[src/sv/sdk_pkg.sv]
// sidechain ducker package: item types, register codes, constants and the exp2 root table
// no dependencies
`default_nettype none

package sdk_pkg;

  localparam int SAMPLE_BITS = 24;
  localparam int COEF_BITS = 16;
  localparam int THR_BITS = 23;
  localparam int RATIO_BITS = 15;
  localparam int LOG_FRAC = 16;
  localparam int LOG_INT_BITS = 5;
  localparam int LOG_BITS = LOG_INT_BITS + LOG_FRAC;
  localparam int NORM_BITS = 31;
  localparam int MANT_BITS = 32;
  localparam int GAIN_BITS = 39;
  localparam int PROD_BITS = SAMPLE_BITS + MANT_BITS;
  localparam int CFG_IDX_BITS = 2;
  localparam int CFG_DATA_BITS = 23;
  localparam int SDK_QUEUE_DEPTH = 2;

  localparam logic [CFG_IDX_BITS-1:0] REG_THRESHOLD = 2'd0;
  localparam logic [CFG_IDX_BITS-1:0] REG_RATIO = 2'd1;
  localparam logic [CFG_IDX_BITS-1:0] REG_ATTACK = 2'd2;
  localparam logic [CFG_IDX_BITS-1:0] REG_RELEASE = 2'd3;

  localparam logic [THR_BITS-1:0] THRESHOLD_RESET = 23'd838861;
  localparam logic [RATIO_BITS-1:0] RATIO_RESET = 15'd1024;
  localparam logic [COEF_BITS-1:0] ATTACK_RESET = 16'd64880;
  localparam logic [COEF_BITS-1:0] RELEASE_RESET = 16'd65500;
  localparam logic [RATIO_BITS-1:0] RATIO_UNITY = 15'd256;
  localparam logic [MANT_BITS-1:0] MANT_ONE = 32'h4000_0000;

  typedef struct packed {
    logic signed [SAMPLE_BITS-1:0] main_sample;
    logic signed [SAMPLE_BITS-1:0] side_sample;
  } in_item_t;

  typedef struct packed {
    logic signed [SAMPLE_BITS-1:0] out_sample;
    logic ducking;
    logic clipped;
  } out_item_t;

  typedef struct packed {
    logic signed [SAMPLE_BITS-1:0] main_sample;
    logic duck;
    logic [SAMPLE_BITS-1:0] env;
  } q_item_t;

  typedef struct packed {
    logic [THR_BITS-1:0] thr;
    logic [RATIO_BITS-1:0] ratio;
    logic [COEF_BITS-1:0] attack;
    logic [COEF_BITS-1:0] release_c;
  } cfg_t;

  typedef enum logic [1:0] {F_IDLE, F_MUL, F_SUM, F_PUSH} f_state_t;

  typedef enum logic [2:0] {
    B_IDLE, B_LOG, B_GAIN, B_EXP, B_PROD, B_ROUND, B_DONE
  } b_state_t;

  typedef logic [MANT_BITS-1:0] root_arr_t [LOG_FRAC+1];

  function automatic root_arr_t build_roots();
    root_arr_t t;
    logic [63:0] c;
    logic [63:0] v;
    logic [63:0] r;
    logic [63:0] b;
    c = 64'd1 << 31;
    t[0] = c[MANT_BITS-1:0];
    for (int k = 1; k <= LOG_FRAC; k++) begin
      v = c << 30;
      r = 64'd0;
      b = 64'd1 << 62;
      while (b > v) b = b >> 2;
      while (b != 64'd0) begin
        if (v >= r + b) begin
          v = v - (r + b);
          r = (r >> 1) + b;
        end else begin
          r = r >> 1;
        end
        b = b >> 2;
      end
      c = r;
      t[k] = c[MANT_BITS-1:0];
    end
    return t;
  endfunction

  localparam root_arr_t ROOT_TAB = build_roots();

endpackage

`default_nettype wire

[src/sv/sdk_front.sv]
// front end: takes a transaction, finds the sidechain level and updates the envelope
// depends on sdk_pkg
`default_nettype none

module sdk_front import sdk_pkg::*; (
  input  wire logic clk,
  input  wire logic rst,
  input  wire logic in_valid,
  output logic in_ready,
  input  wire in_item_t in_data,
  input  wire cfg_t cfg,
  input  wire logic [THR_BITS-1:0] thr_eff,
  output logic q_push,
  input  wire logic q_ready,
  output q_item_t q_data
);

  f_state_t state, state_next;
  logic signed [SAMPLE_BITS-1:0] main_q;
  logic [SAMPLE_BITS-1:0] mag_q;
  logic duck_q;
  logic [SAMPLE_BITS-1:0] envelope;
  logic [SAMPLE_BITS+COEF_BITS-1:0] p1;
  logic [SAMPLE_BITS+COEF_BITS:0] p2;
  logic [SAMPLE_BITS+COEF_BITS+1:0] sum;
  logic [SAMPLE_BITS-1:0] mag;
  logic [COEF_BITS:0] one_minus_a;

  always_comb begin
    mag = in_data.side_sample[SAMPLE_BITS-1] ? SAMPLE_BITS'(-in_data.side_sample)
                                              : in_data.side_sample;
    one_minus_a = (17'd1 << COEF_BITS) - {1'b0, cfg.attack};
    sum = {2'b0, p1} + {1'b0, p2}
        + (duck_q ? (42'd1 << (COEF_BITS - 1)) : 42'd0);
  end

  always_ff @(posedge clk) begin
    if (rst) state <= F_IDLE;
    else state <= state_next;
  end

  always_comb begin
    state_next = state;
    in_ready = 1'b0;
    q_push = 1'b0;
    case (state)
      F_IDLE: begin
        in_ready = 1'b1;
        if (in_valid) state_next = F_MUL;
      end
      F_MUL: state_next = F_SUM;
      F_SUM: state_next = F_PUSH;
      F_PUSH: begin
        q_push = 1'b1;
        if (q_ready) state_next = F_IDLE;
      end
      default: state_next = F_IDLE;
    endcase
  end

  always_ff @(posedge clk) begin
    if (rst) begin
      envelope <= '0;
    end else if (state == F_SUM) begin
      envelope <= duck_q ? sum[SAMPLE_BITS+COEF_BITS-1:COEF_BITS]
                         : p1[SAMPLE_BITS+COEF_BITS-1:COEF_BITS];
    end
  end

  always_ff @(posedge clk) begin
    if (state == F_IDLE && in_valid) begin
      main_q <= in_data.main_sample;
      mag_q <= mag;
      duck_q <= mag > {1'b0, thr_eff};
    end
    if (state == F_MUL) begin
      p1 <= (duck_q ? cfg.attack : cfg.release_c) * envelope;
      p2 <= duck_q ? one_minus_a * mag_q : '0;
    end
  end

  assign q_data.main_sample = main_q;
  assign q_data.duck = duck_q;
  assign q_data.env = envelope;

`ifndef SYNTHESIS
  a_env_bound: assert property (@(posedge clk) disable iff (rst)
    envelope <= (24'd1 << (SAMPLE_BITS - 1)))
    else $error("envelope above full scale");
`endif

endmodule

`default_nettype wire

[config.mk]
export PLATFORM = sky130hd
export DESIGN_NAME = sdk_front
export DESIGN_NICKNAME = d
export VERILOG_FILES = /design/src/sv/sdk_pkg.sv /design/src/sv/sdk_front.sv
export SDC_FILE = /design/constraint.sdc
export NUM_CORES = 2
export LEC_CHECK = 0
export BUFFER_PORTS_ARGS = -buffer_cell sky130_fd_sc_hd__buf_2
export CORE_UTILIZATION = 40
export CTS_BUF_LIST = sky130_fd_sc_hd__clkbuf_16
export DETAILED_ROUTE_END_ITERATION = 7
export PLACE_DENSITY = 0.63
export REMOVE_ABC_BUFFERS = 1
export SYNTH_ARGS = -nofsm -noshare
export SYNTH_HDL_FRONTEND = slang
export SYNTH_SLANG_ARGS = --single-unit
[constraint.sdc]
create_clock -name clk -period 8 [get_ports clk]
set_clock_uncertainty 0.15 [all_clocks]
set_input_delay 0.4 -clock clk [delete_from_list [all_inputs] [get_ports clk]]
set_output_delay 0.4 -clock clk [all_outputs]
set_load 0.05 [all_outputs]
==> flow_summary.toml <==
[setup_path]
slowest_stage = "mux2_2"
r2r_start = "duck_q$_DFFE_PP_"
crit_fanout = 24
crit_path_frequent_cell = "fa_1"
startpoint = "duck_q$_DFFE_PP_"
start_kind = "flop"
critPathBufInv = 6
crit_cells = 25
crit_family = "adder cells"
critical_path_class = "reg2reg"
r2r_slack_ns = 0.35
cp.required_ns = 8.07
endpoint_kind = "flop"
critPathMaxStageDelay_ns = 0.71
worstPathArrival_ns = 7.72
r2r_cells = 25

[floorplanning]
die_h_um = 292
start_util_pct = 40.7
rows = 105
ios = 196
coreArea_um2 = 82600
die_x_um = 292
die_area_um2 = 85200

[final_layout]
multi_input_comb_area_um2 = 25900
syn2layout_area_growth_pct = 11.6
most-common-layout-cells = "779 x inv_1, 635 x fa_1, 611 x nand2_1, 325 x ha_1, 183 x and2_1"
nNetsFinal = 4996
final_common_cell = "inv_1"
antenna_cells = 0
seq_area_um2 = 4390
final_cell_area_um2 = 37500
final_layout_size_suffix_gt1_share_pct = 10.6
n_fill_cell = 7945

[yosys]
synth-edff-count = 129
synth_warnings = 0
seq_area_frac_synth_pct = 13.1
ys_ff_latch = 155
yosysUniqueCellTypes = 78
netlist_top_cells_area = "fa_1 38%, ha_1 12%, edfxtp_1 12%, inv_1 8.6%, nand2_1 6.8%"
yosysTopAreaCell = "fa_1"
synthArstFlopShare_pct = 0
synthCells = 3674
synth_top_area_share_pct = 37.8
synth_ff_type = "edfxtp_1"
synth_area_per_cell_um2 = 9.15
synth.cell_area_um2 = 33600

[sta]
drv_slew = 0
worst_pin_slew_ns = 1.04
setup_viol = 0
slew-limit-headroom_pct = 30.9
finalCritPeriodShare_pct = 95.6
hold_viol_final = 0
fmax_mhz = 131
rsz0062_at_grt = "true"
period_minus_slack_ns = 7.65

[detailed_routing]
drc = 0
avgRoutedWirePerCell_um = 16.8
dr.pass1.iters = 7
vias_per_cell = 5.05
dr.first_iter.drc_count = 1404
vias = 25128
antenna_left = 0
wirelength_um = 83800

[clocking]
cts_tree = "built"
cts-root-buf = "clkbuf_16"
clock_latency_ns = 0.48
htree_num_levels = 4
clkTransAtPathRegs_ns = 0.08
cts_sinks = 155
clockBufferDepth = 2
numCtsBuffers = 17

[hold_path]
hp-class = "in2reg"
min_from = "q_ready"
min_path_cells = 4

[flow_run]
cap_viol_max_count = 0

[place]
gp_congestion = 0.893
placement.cell_area_um2 = 36600
io_buffers = 157
dp_hpwl_um = 69200

[grt]
antenna_found_initial = 1
track_usage_pct = 20.7
grt_max_degree = 81
grt_pass1_vias = 26698
grt-ovfl-total = 0
grt_pass1_wl_um = 140000

[status]
status = "completed"
-- final timing paths --
path / end
max: p1[38]$_DFFE_PN_
min: state[0]$_SDFFE_PP0P_
max reg2reg: p1[38]$_DFFE_PN_
min reg2reg: envelope[8]$_SDFFE_PP0P_
-- state kept, by name, summed over array words and instances, names as in the netlist --
name / cells
duck_q: 1
envelope: 24
mag_q: 24
main_q: 24
p1: 40
p2: 40
state: 2
-- what timing repair did --
item                       4_1_cts  5_1_grt
hold buffers                    25        0
setup endpoints to repair        0       11
buffers inserted                 0        0
hold endpoints to repair        25        0
resized for setup                0       12
-- final cells by class --
type / instances / share of cell area, %
inverter: 775 / 7.76
multi-input combinational: 2585 / 69.0
timing repair buffer: 356 / 6.48
clock buffer: 18 / 1.20
sequential: 155 / 11.7
tap: 1070 / 3.57
clock inverter: 14 / 0.280
-- worst min-delay path, stage by stage --
cell,delay (ns)
buf_2,0.07
nor2b_1,0.05
nor3_1,0.13
nor3_1,0.06
-- cell usage after synthesis (all sizes together), types with 5 or more instances --
master,instances
a211oi,26
a21o,58
a21oi,87
a221oi,5
a31oi,15
and2,185
and3,14
and4,6
buf,18
clkbuf,141
dfxtp,26
edfxtp,129
fa,635
ha,326
inv,775
mux2,13
mux2i,15
nand2,612
nand2b,26
nand3,17
nand4,15
nor2,111
nor2b,80
nor3,29
nor3b,7
o211ai,12
o21a,16
o21ai,60
o21bai,8
o22ai,6
o31ai,10
or2,5
or3,12
xnor2,84
xor2,34
-- kinds of logic after synthesis --
group	Yosys count	share of synthesized area [%]
flip-flops	155	13.1
AO/OA/AOI/OAI	347	6.81
buffers and inverters	934	10.4
XOR/XNOR	118	3.08
multiplexers	28	0.882
AND/OR/NAND/NOR	1131	15.7
adder cells (fa/ha/maj)	961	50.0
-- metrics by stage --
stage | TNS, ns | instances | hold slack (ns) | util (%) | worst slack (ns)
3_5_place_dp | -0.215 | 4916 | 0.332 | 44.3 | -0.0895
2_1_floorplan | -0.195 | 3515 | 0.319 | - | -0.121
6_report | 0 | 4973 | 0.120 | 45.4 | 0.348
3_3_place_gp | -0.170 | 4916 | 0.327 | 44.3 | -0.0985
5_1_grt | -0.0694 | 4973 | 0.129 | 45.4 | -0.0439
4_1_cts | 0 | 4973 | 0.0964 | 45.3 | 0.272
-- metal layers --
layer | vias up | part of all wire [%] | GRT usage, %
met5 | - | 0 | 0
met4 | 0 | 2.5 | 6.01
met3 | 123 | 5.6 | 3.31
met2 | 637 | 47 | 34.0
met1 | 12653 | 45 | 28.2
li1 | 11715 | - | -
Power is not shown: default switching activity piles up to over one toggle a cycle in this logic, so the estimate is an artifact.
