`src/sv/sdk_pkg.sv`:
```
// sidechain ducker package: item types, register codes, constants and the exp2 root table
// no dependencies
`default_nettype none

package sdk_pkg;

  localparam int SAMPLE_BITS = 24;
  localparam int COEF_BITS = 16;
  localparam int THR_BITS = 23;
  localparam int RATIO_BITS = 15;
  localparam int LOG_FRAC = 16;
  localparam int LOG_INT_BITS = 5;
  localparam int LOG_BITS = LOG_INT_BITS + LOG_FRAC;
  localparam int NORM_BITS = 31;
  localparam int MANT_BITS = 32;
  localparam int GAIN_BITS = 39;
  localparam int PROD_BITS = SAMPLE_BITS + MANT_BITS;
  localparam int CFG_IDX_BITS = 2;
  localparam int CFG_DATA_BITS = 23;
  localparam int SDK_QUEUE_DEPTH = 2;

  localparam logic [CFG_IDX_BITS-1:0] REG_THRESHOLD = 2'd0;
  localparam logic [CFG_IDX_BITS-1:0] REG_RATIO = 2'd1;
  localparam logic [CFG_IDX_BITS-1:0] REG_ATTACK = 2'd2;
  localparam logic [CFG_IDX_BITS-1:0] REG_RELEASE = 2'd3;

  localparam logic [THR_BITS-1:0] THRESHOLD_RESET = 23'd838861;
  localparam logic [RATIO_BITS-1:0] RATIO_RESET = 15'd1024;
  localparam logic [COEF_BITS-1:0] ATTACK_RESET = 16'd64880;
  localparam logic [COEF_BITS-1:0] RELEASE_RESET = 16'd65500;
  localparam logic [RATIO_BITS-1:0] RATIO_UNITY = 15'd256;
  localparam logic [MANT_BITS-1:0] MANT_ONE = 32'h4000_0000;

  typedef struct packed {
    logic signed [SAMPLE_BITS-1:0] main_sample;
    logic signed [SAMPLE_BITS-1:0] side_sample;
  } in_item_t;

  typedef struct packed {
    logic signed [SAMPLE_BITS-1:0] out_sample;
    logic ducking;
    logic clipped;
  } out_item_t;

  typedef struct packed {
    logic signed [SAMPLE_BITS-1:0] main_sample;
    logic duck;
    logic [SAMPLE_BITS-1:0] env;
  } q_item_t;

  typedef struct packed {
    logic [THR_BITS-1:0] thr;
    logic [RATIO_BITS-1:0] ratio;
    logic [COEF_BITS-1:0] attack;
    logic [COEF_BITS-1:0] release_c;
  } cfg_t;

  typedef enum logic [1:0] {F_IDLE, F_MUL, F_SUM, F_PUSH} f_state_t;

  typedef enum logic [2:0] {
    B_IDLE, B_LOG, B_GAIN, B_EXP, B_PROD, B_ROUND, B_DONE
  } b_state_t;

  typedef logic [MANT_BITS-1:0] root_arr_t [LOG_FRAC+1];

  function automatic root_arr_t build_roots();
    root_arr_t t;
    logic [63:0] c;
    logic [63:0] v;
    logic [63:0] r;
    logic [63:0] b;
    c = 64'd1 << 31;
    t[0] = c[MANT_BITS-1:0];
    for (int k = 1; k <= LOG_FRAC; k++) begin
      v = c << 30;
      r = 64'd0;
      b = 64'd1 << 62;
      while (b > v) b = b >> 2;
      while (b != 64'd0) begin
        if (v >= r + b) begin
          v = v - (r + b);
          r = (r >> 1) + b;
        end else begin
          r = r >> 1;
        end
        b = b >> 2;
      end
      c = r;
      t[k] = c[MANT_BITS-1:0];
    end
    return t;
  endfunction

  localparam root_arr_t ROOT_TAB = build_roots();

endpackage

`default_nettype wire

```
`src/sv/sdk_fifo.sv`:
```
// short queue of classified items between the front end and the gain engine
// depends on sdk_pkg
`default_nettype none

module sdk_fifo import sdk_pkg::*; #(
  parameter int DEPTH = SDK_QUEUE_DEPTH
) (
  input  wire logic clk,
  input  wire logic rst,
  input  wire logic push,
  output logic push_ready,
  input  wire q_item_t push_data,
  input  wire logic pop,
  output logic not_empty,
  output q_item_t head
);

  localparam int PTR_W = $clog2(DEPTH);
  localparam int CNT_W = $clog2(DEPTH + 1);

  q_item_t entries [DEPTH];
  logic [PTR_W-1:0] wr_ptr, rd_ptr;
  logic [CNT_W-1:0] count;
  logic do_push, do_pop;

  assign push_ready = count != CNT_W'(DEPTH);
  assign not_empty = count != '0;
  assign do_push = push && push_ready;
  assign do_pop = pop && not_empty;
  assign head = entries[rd_ptr];

  always_ff @(posedge clk) begin
    if (rst) begin
      wr_ptr <= '0;
      rd_ptr <= '0;
      count <= '0;
    end else begin
      if (do_push) wr_ptr <= (wr_ptr == PTR_W'(DEPTH - 1)) ? '0 : wr_ptr + 1'b1;
      if (do_pop) rd_ptr <= (rd_ptr == PTR_W'(DEPTH - 1)) ? '0 : rd_ptr + 1'b1;
      if (do_push && !do_pop) count <= count + 1'b1;
      else if (do_pop && !do_push) count <= count - 1'b1;
    end
  end

  always_ff @(posedge clk) begin
    if (do_push) entries[wr_ptr] <= push_data;
  end

`ifndef SYNTHESIS
  a_count_bound: assert property (@(posedge clk) disable iff (rst)
    count <= CNT_W'(DEPTH))
    else $error("queue count overflow");
  a_no_underflow: assert property (@(posedge clk) disable iff (rst)
    pop |-> not_empty)
    else $error("pop from empty queue");
`endif

endmodule

`default_nettype wire

```
`config.mk`:
```
export PLATFORM = sky130hd
export DESIGN_NAME = sdk_fifo
export DESIGN_NICKNAME = d
export VERILOG_FILES = /design/src/sv/sdk_pkg.sv /design/src/sv/sdk_fifo.sv
export SDC_FILE = /design/constraint.sdc
export NUM_CORES = 1
export LEC_CHECK = 0
export BUFFER_PORTS_ARGS = -buffer_cell sky130_fd_sc_hd__buf_4
export CELL_PAD_IN_SITES_DETAIL_PLACEMENT = 2
export CELL_PAD_IN_SITES_GLOBAL_PLACEMENT = 2
export CORE_MARGIN = 2
export CORE_UTILIZATION = 42
export CTS_BUF_LIST = sky130_fd_sc_hd__clkbuf_4
export DETAILED_ROUTE_END_ITERATION = 10
export GPL_ROUTABILITY_DRIVEN = 0
export GPL_TIMING_DRIVEN = 0
export PLACE_DENSITY = 0.92
export SETUP_SLACK_MARGIN = 0.02
export SYNTH_ARGS = -nofsm -noshare
export SYNTH_HDL_FRONTEND = slang
export SYNTH_SLANG_ARGS = --single-unit
```
`constraint.sdc`:
```
create_clock -name clk -period 3.3 [get_ports clk]
set_input_delay 0.165 -clock clk [delete_from_list [all_inputs] [get_ports clk]]
set_output_delay 0.165 -clock clk [all_outputs]
set_load 0.02 [all_outputs]
```
==> impl_metrics.csv <==
group,metric,value,unit
outcome,status,"finished, final reports clean",
timing,hold_viol_final,0,
drt,routed_len_inst,27.1,um
synth,async_set_or_reset_flop_fraction_in_the_synthesized_netlist,0,%
power,internal-power,2.41,mW
timing,max_slew.worst_pin.slew,0.658,ns
drt,vias,2298,
grt,grt.overflow.total,0,
cts,ctsRootBufferMaster,"sky130_fd_sc_hd__clkbuf_4",
final_layout,num_antenna_cells,0,
final_layout,layout-drive-gt1-share,51.4,%
synth,post_synth_and_or_nand_nor_area_fraction,1.33,%
power,switching_share,34.6,%
final_layout,finalNetCount,397,
worst_setup_path,ws_path_type,"register to register",
synth,synth_common_cells,"sky130_fd_sc_hd__edfxtp_1, sky130_fd_sc_hd__mux2_2, sky130_fd_sc_hd__dfxtp_1",
synth,post-synth-top-area-cell,"sky130_fd_sc_hd__edfxtp_1",
grt,track_usage,26.7,%
worst_setup_path,worstPathRequired,3.48,ns
timing,achievable-frequency,0.486,GHz
worst_setup_path,r2r_end,"entries[0][43]$_DFFE_PP_",
cts,cts.htree.levels,3,
power,power.share.clock,17.1,%
synth,synth_cell_type_count,19,
synth,area_share_of_the_leading_cell_type_in_the_synthesized_netlist,78.5,%
placed_design,buffer_ports.inserted,103,
synth,synthesis.area_per_instance,21.3,um2
power,power.switching,1.27,mW
floorplan,fp.dieW,98.5,um
power,peakVddDrop,0.389,mV
floorplan,floorplan.rows,34,
synth,synth_compound_gate_area_share,0.801,%
power,power.static_leakage,2.01,nW
cts,clock_tree.buffer_depth,2,
drt,avgViaCountPerCell,5.04,
floorplan,fp.dieH,98.5,um
final_layout,syn2layout_area_growth,42.1,%
floorplan,io-pin-count,104,
job,max-cap-violations,0,
floorplan,effective_utilization_at_floorplan,43.2,%
drt,detail-route-antenna-nets,0,
timing,grt_setup_unrepaired,"false",
drt,final_routed_wirelength,12300,um
timing,fin_skew,0.0188,ns
synth,ys.flop_type,"sky130_fd_sc_hd__edfxtp_1",
worst_setup_path,start_kind,"register",
synth,synth_seq_area_share,81.1,%
cts,cts.repair.resized,0,
power,pwr-share-seq,46.5,%
power,powerDensity,690,nW/um2
synth,largest_family_of_logic_cells_by_synthesized_area,"multiplexers",
power,comb_power_share,36.4,%
timing,post-route-min-period,2.06,ns
timing,min_period_over_period,62.3,%
timing,setup_viol,0,
synth,synth_enable_flop_cells,98,
worst_setup_path,reg2reg_setup_slack,1.24,ns
drt,drc,0,
hold_path,min_path_type,"input port to register",
worst_setup_path,origin_of_the_worst_setup_path,"count[0]$_SDFFE_PP0P_",
grt,first_global_vias,2741,
worst_setup_path,ff2ff_path_depth,4,
timing,setup_total_negative_slack,0,ns
cts,path_clk_slew,0.16,ns
floorplan,core_area,8680,um2
synth,netlist_instances,176,
timing,tightest_slew_margin_relative_to_the_limit,56.1,%
worst_setup_path,setup.worst_path.end,"entries[0][43]$_DFFE_PP_",
worst_setup_path,timing.critical_path.fanout_max,25,
drt,detailedRoute.firstIterationViolations,72,
timing,finalMaxSlewViolations,0,
cts,cts-buffers-inserted,9,
synth,syn-cell-area,3750,um2
placed_design,detailedPlacementHpwl,6180,um
grt,grt_pass1_wl,18200,um
cts,worstSkewPairLatency,0.47,ns
synth,synthTopCellsByArea,"sky130_fd_sc_hd__edfxtp_1, sky130_fd_sc_hd__mux2_2, sky130_fd_sc_hd__dfxtp_1",
synth,multiplexer_fraction_of_the_synthesized_cell_area,14.7,%
placed_design,dp_cells,389,
grt,grt_start_max_net_pins,26,
synth,synth_xor_xnor_area_share,0.700,%
synth,yosys.area_share.adder,0.334,%
final_layout,instances_no_fill,456,
grt,grt_antenna_before_repair,0,
worst_setup_path,critical_path.endpoint_type,"register",
worst_setup_path,timing.rr.start,"count[0]$_SDFFE_PP0P_",
synth,nets_in_the_synthesized_netlist,230,
synth,synth-warning-count,0,
synth,synthMostInstantiatedCell,"sky130_fd_sc_hd__edfxtp_1",
synth,postSynthRegisterBits,103,
floorplan,floorplan.die_area,9700,um2
cts,cts.sinks,103,
cts,tritoncts_clock_tree,"done",
drt,drt_pass1_iterations,4,
worst_setup_path,worst_ep_arrival_time,2.23,ns
-- state kept, by name, indices dropped and copies added, names as in the netlist, named ones only --
| register | count |
|---|---|
| count | 2 |
| wr_ptr | 1 |
| entries | 98 |
| rd_ptr | 1 |
-- cell families (layout without fill, tap and decap cells) --
group | Yosys count | count (layout)
simple gates | 9 | 9
compound gates | 5 | 5
fa+ha+maj | 1 | 1
buf+inv | 6 | 178
mux | 49 | 49
xor+xnor | 3 | 3
flops | 103 | 103
-- worst max-delay path: stages (launching register included) --
cell	delay (ns)
sky130_fd_sc_hd__dfxtp_1	0.49
sky130_fd_sc_hd__nand2b_1	0.27
sky130_fd_sc_hd__nand3b_1	0.20
sky130_fd_sc_hd__inv_2	0.53
sky130_fd_sc_hd__buf_12	0.27
-- cells in the final DEF (no fill, tap or decap) --
master,n
sky130_fd_sc_hd__clkinv_2,2
sky130_fd_sc_hd__buf_12,2
sky130_fd_sc_hd__edfxtp_1,98
sky130_fd_sc_hd__ha_1,1
sky130_fd_sc_hd__o21ai_0,2
sky130_fd_sc_hd__clkinv_4,2
sky130_fd_sc_hd__or3_1,1
sky130_fd_sc_hd__nand2b_1,1
sky130_fd_sc_hd__a21oi_1,2
sky130_fd_sc_hd__dlygate4sd3_1,51
sky130_fd_sc_hd__dfxtp_1,5
sky130_fd_sc_hd__and3_2,1
sky130_fd_sc_hd__or2_2,1
sky130_fd_sc_hd__a21bo_2,1
sky130_fd_sc_hd__nand3b_1,1
sky130_fd_sc_hd__clkinvlp_4,1
sky130_fd_sc_hd__buf_6,1
sky130_fd_sc_hd__xor2_1,3
sky130_fd_sc_hd__buf_2,3
sky130_fd_sc_hd__and2_1,1
sky130_fd_sc_hd__clkbuf_4,11
sky130_fd_sc_hd__mux2_2,49
sky130_fd_sc_hd__buf_4,104
sky130_fd_sc_hd__inv_2,1
sky130_fd_sc_hd__nor2_1,3
-- through the flow --
| stage | util (%) | power [mW] | cell area, um2 | hold slack, ns | setup slack [ns] |
|---|---|---|---|---|---|
| after global placement | 53.7 | 2.87 | 4660 | 0.350 | 0.405 |
| after CTS | 61.4 | 3.61 | 5330 | 0.180 | 1.33 |
| after global routing | 61.4 | 3.81 | 5330 | 0.299 | 1.15 |
| after floorplan | - | 2.42 | 3750 | 0.234 | 0.945 |
| after detailed placement | 54.2 | 2.96 | 4700 | 0.353 | 1.40 |
| final | 61.4 | 3.68 | 5330 | 0.273 | 1.24 |
-- power groups by stage --
| stage | Clock [mW] | Sequential [mW] | Combinational [mW] |
|---|---|---|---|
| floorplan | 0 | 1.70 | 0.718 |
| global placement | 0 | 1.71 | 1.16 |
| detailed placement | 0 | 1.73 | 1.23 |
| CTS | 0.603 | 1.70 | 1.31 |
| global route | 0.678 | 1.73 | 1.41 |
| finish | 0.627 | 1.71 | 1.34 |
-- per-layer routing --
layer | global-route usage, % | vias up | wire (um)
met5 | 0 | - | 0
met4 | 8.54 | 0 | 248
met3 | 5.32 | 16 | 557
met2 | 52.1 | 88 | 7060
met1 | 28.6 | 1172 | 4480
li1 | - | 1022 | -
-- timing repair --
action | 4_1_cts | 5_1_grt
hold buffers | 51 | 0
endpoints found under the setup margin | 0 | 0
setup buffers | 0 | 0
hold endpoints to repair | 103 | 0
-- final cells by class --
cell class | instances | area, um2
flip-flops and latches | 103 | 3040
plain buffers | 5 | 33.8
clock buffers | 11 | 82.6
fillers | 703 | 3350
multi-input cells | 67 | 672
clock inverters | 5 | 35.0
well taps | 108 | 135
repair buffers | 156 | 1320
inverters | 1 | 3.75
-- worst min-delay path by stage --
| stage | from | end | slack, ns | cells after the start |
|---|---|---|---|---|
| after global placement | push_data[15] | entries[0][15]$_DFFE_PP_ | 0.35 | 1 |
| after global routing | pop | register | 0.30 | 4 |
| after CTS | pop | rd_ptr$_SDFFE_PP0P_ | 0.18 | 4 |
| after floorplan | rst | count[1]$_SDFFE_PP0P_ | 0.23 | 1 |
| final | pop | register | 0.27 | 4 |
| after detailed placement | push_data[17] | entries[0][17]$_DFFE_PP_ | 0.35 | 1 |
No activity file was read; power rests on OpenSTA's default activity.
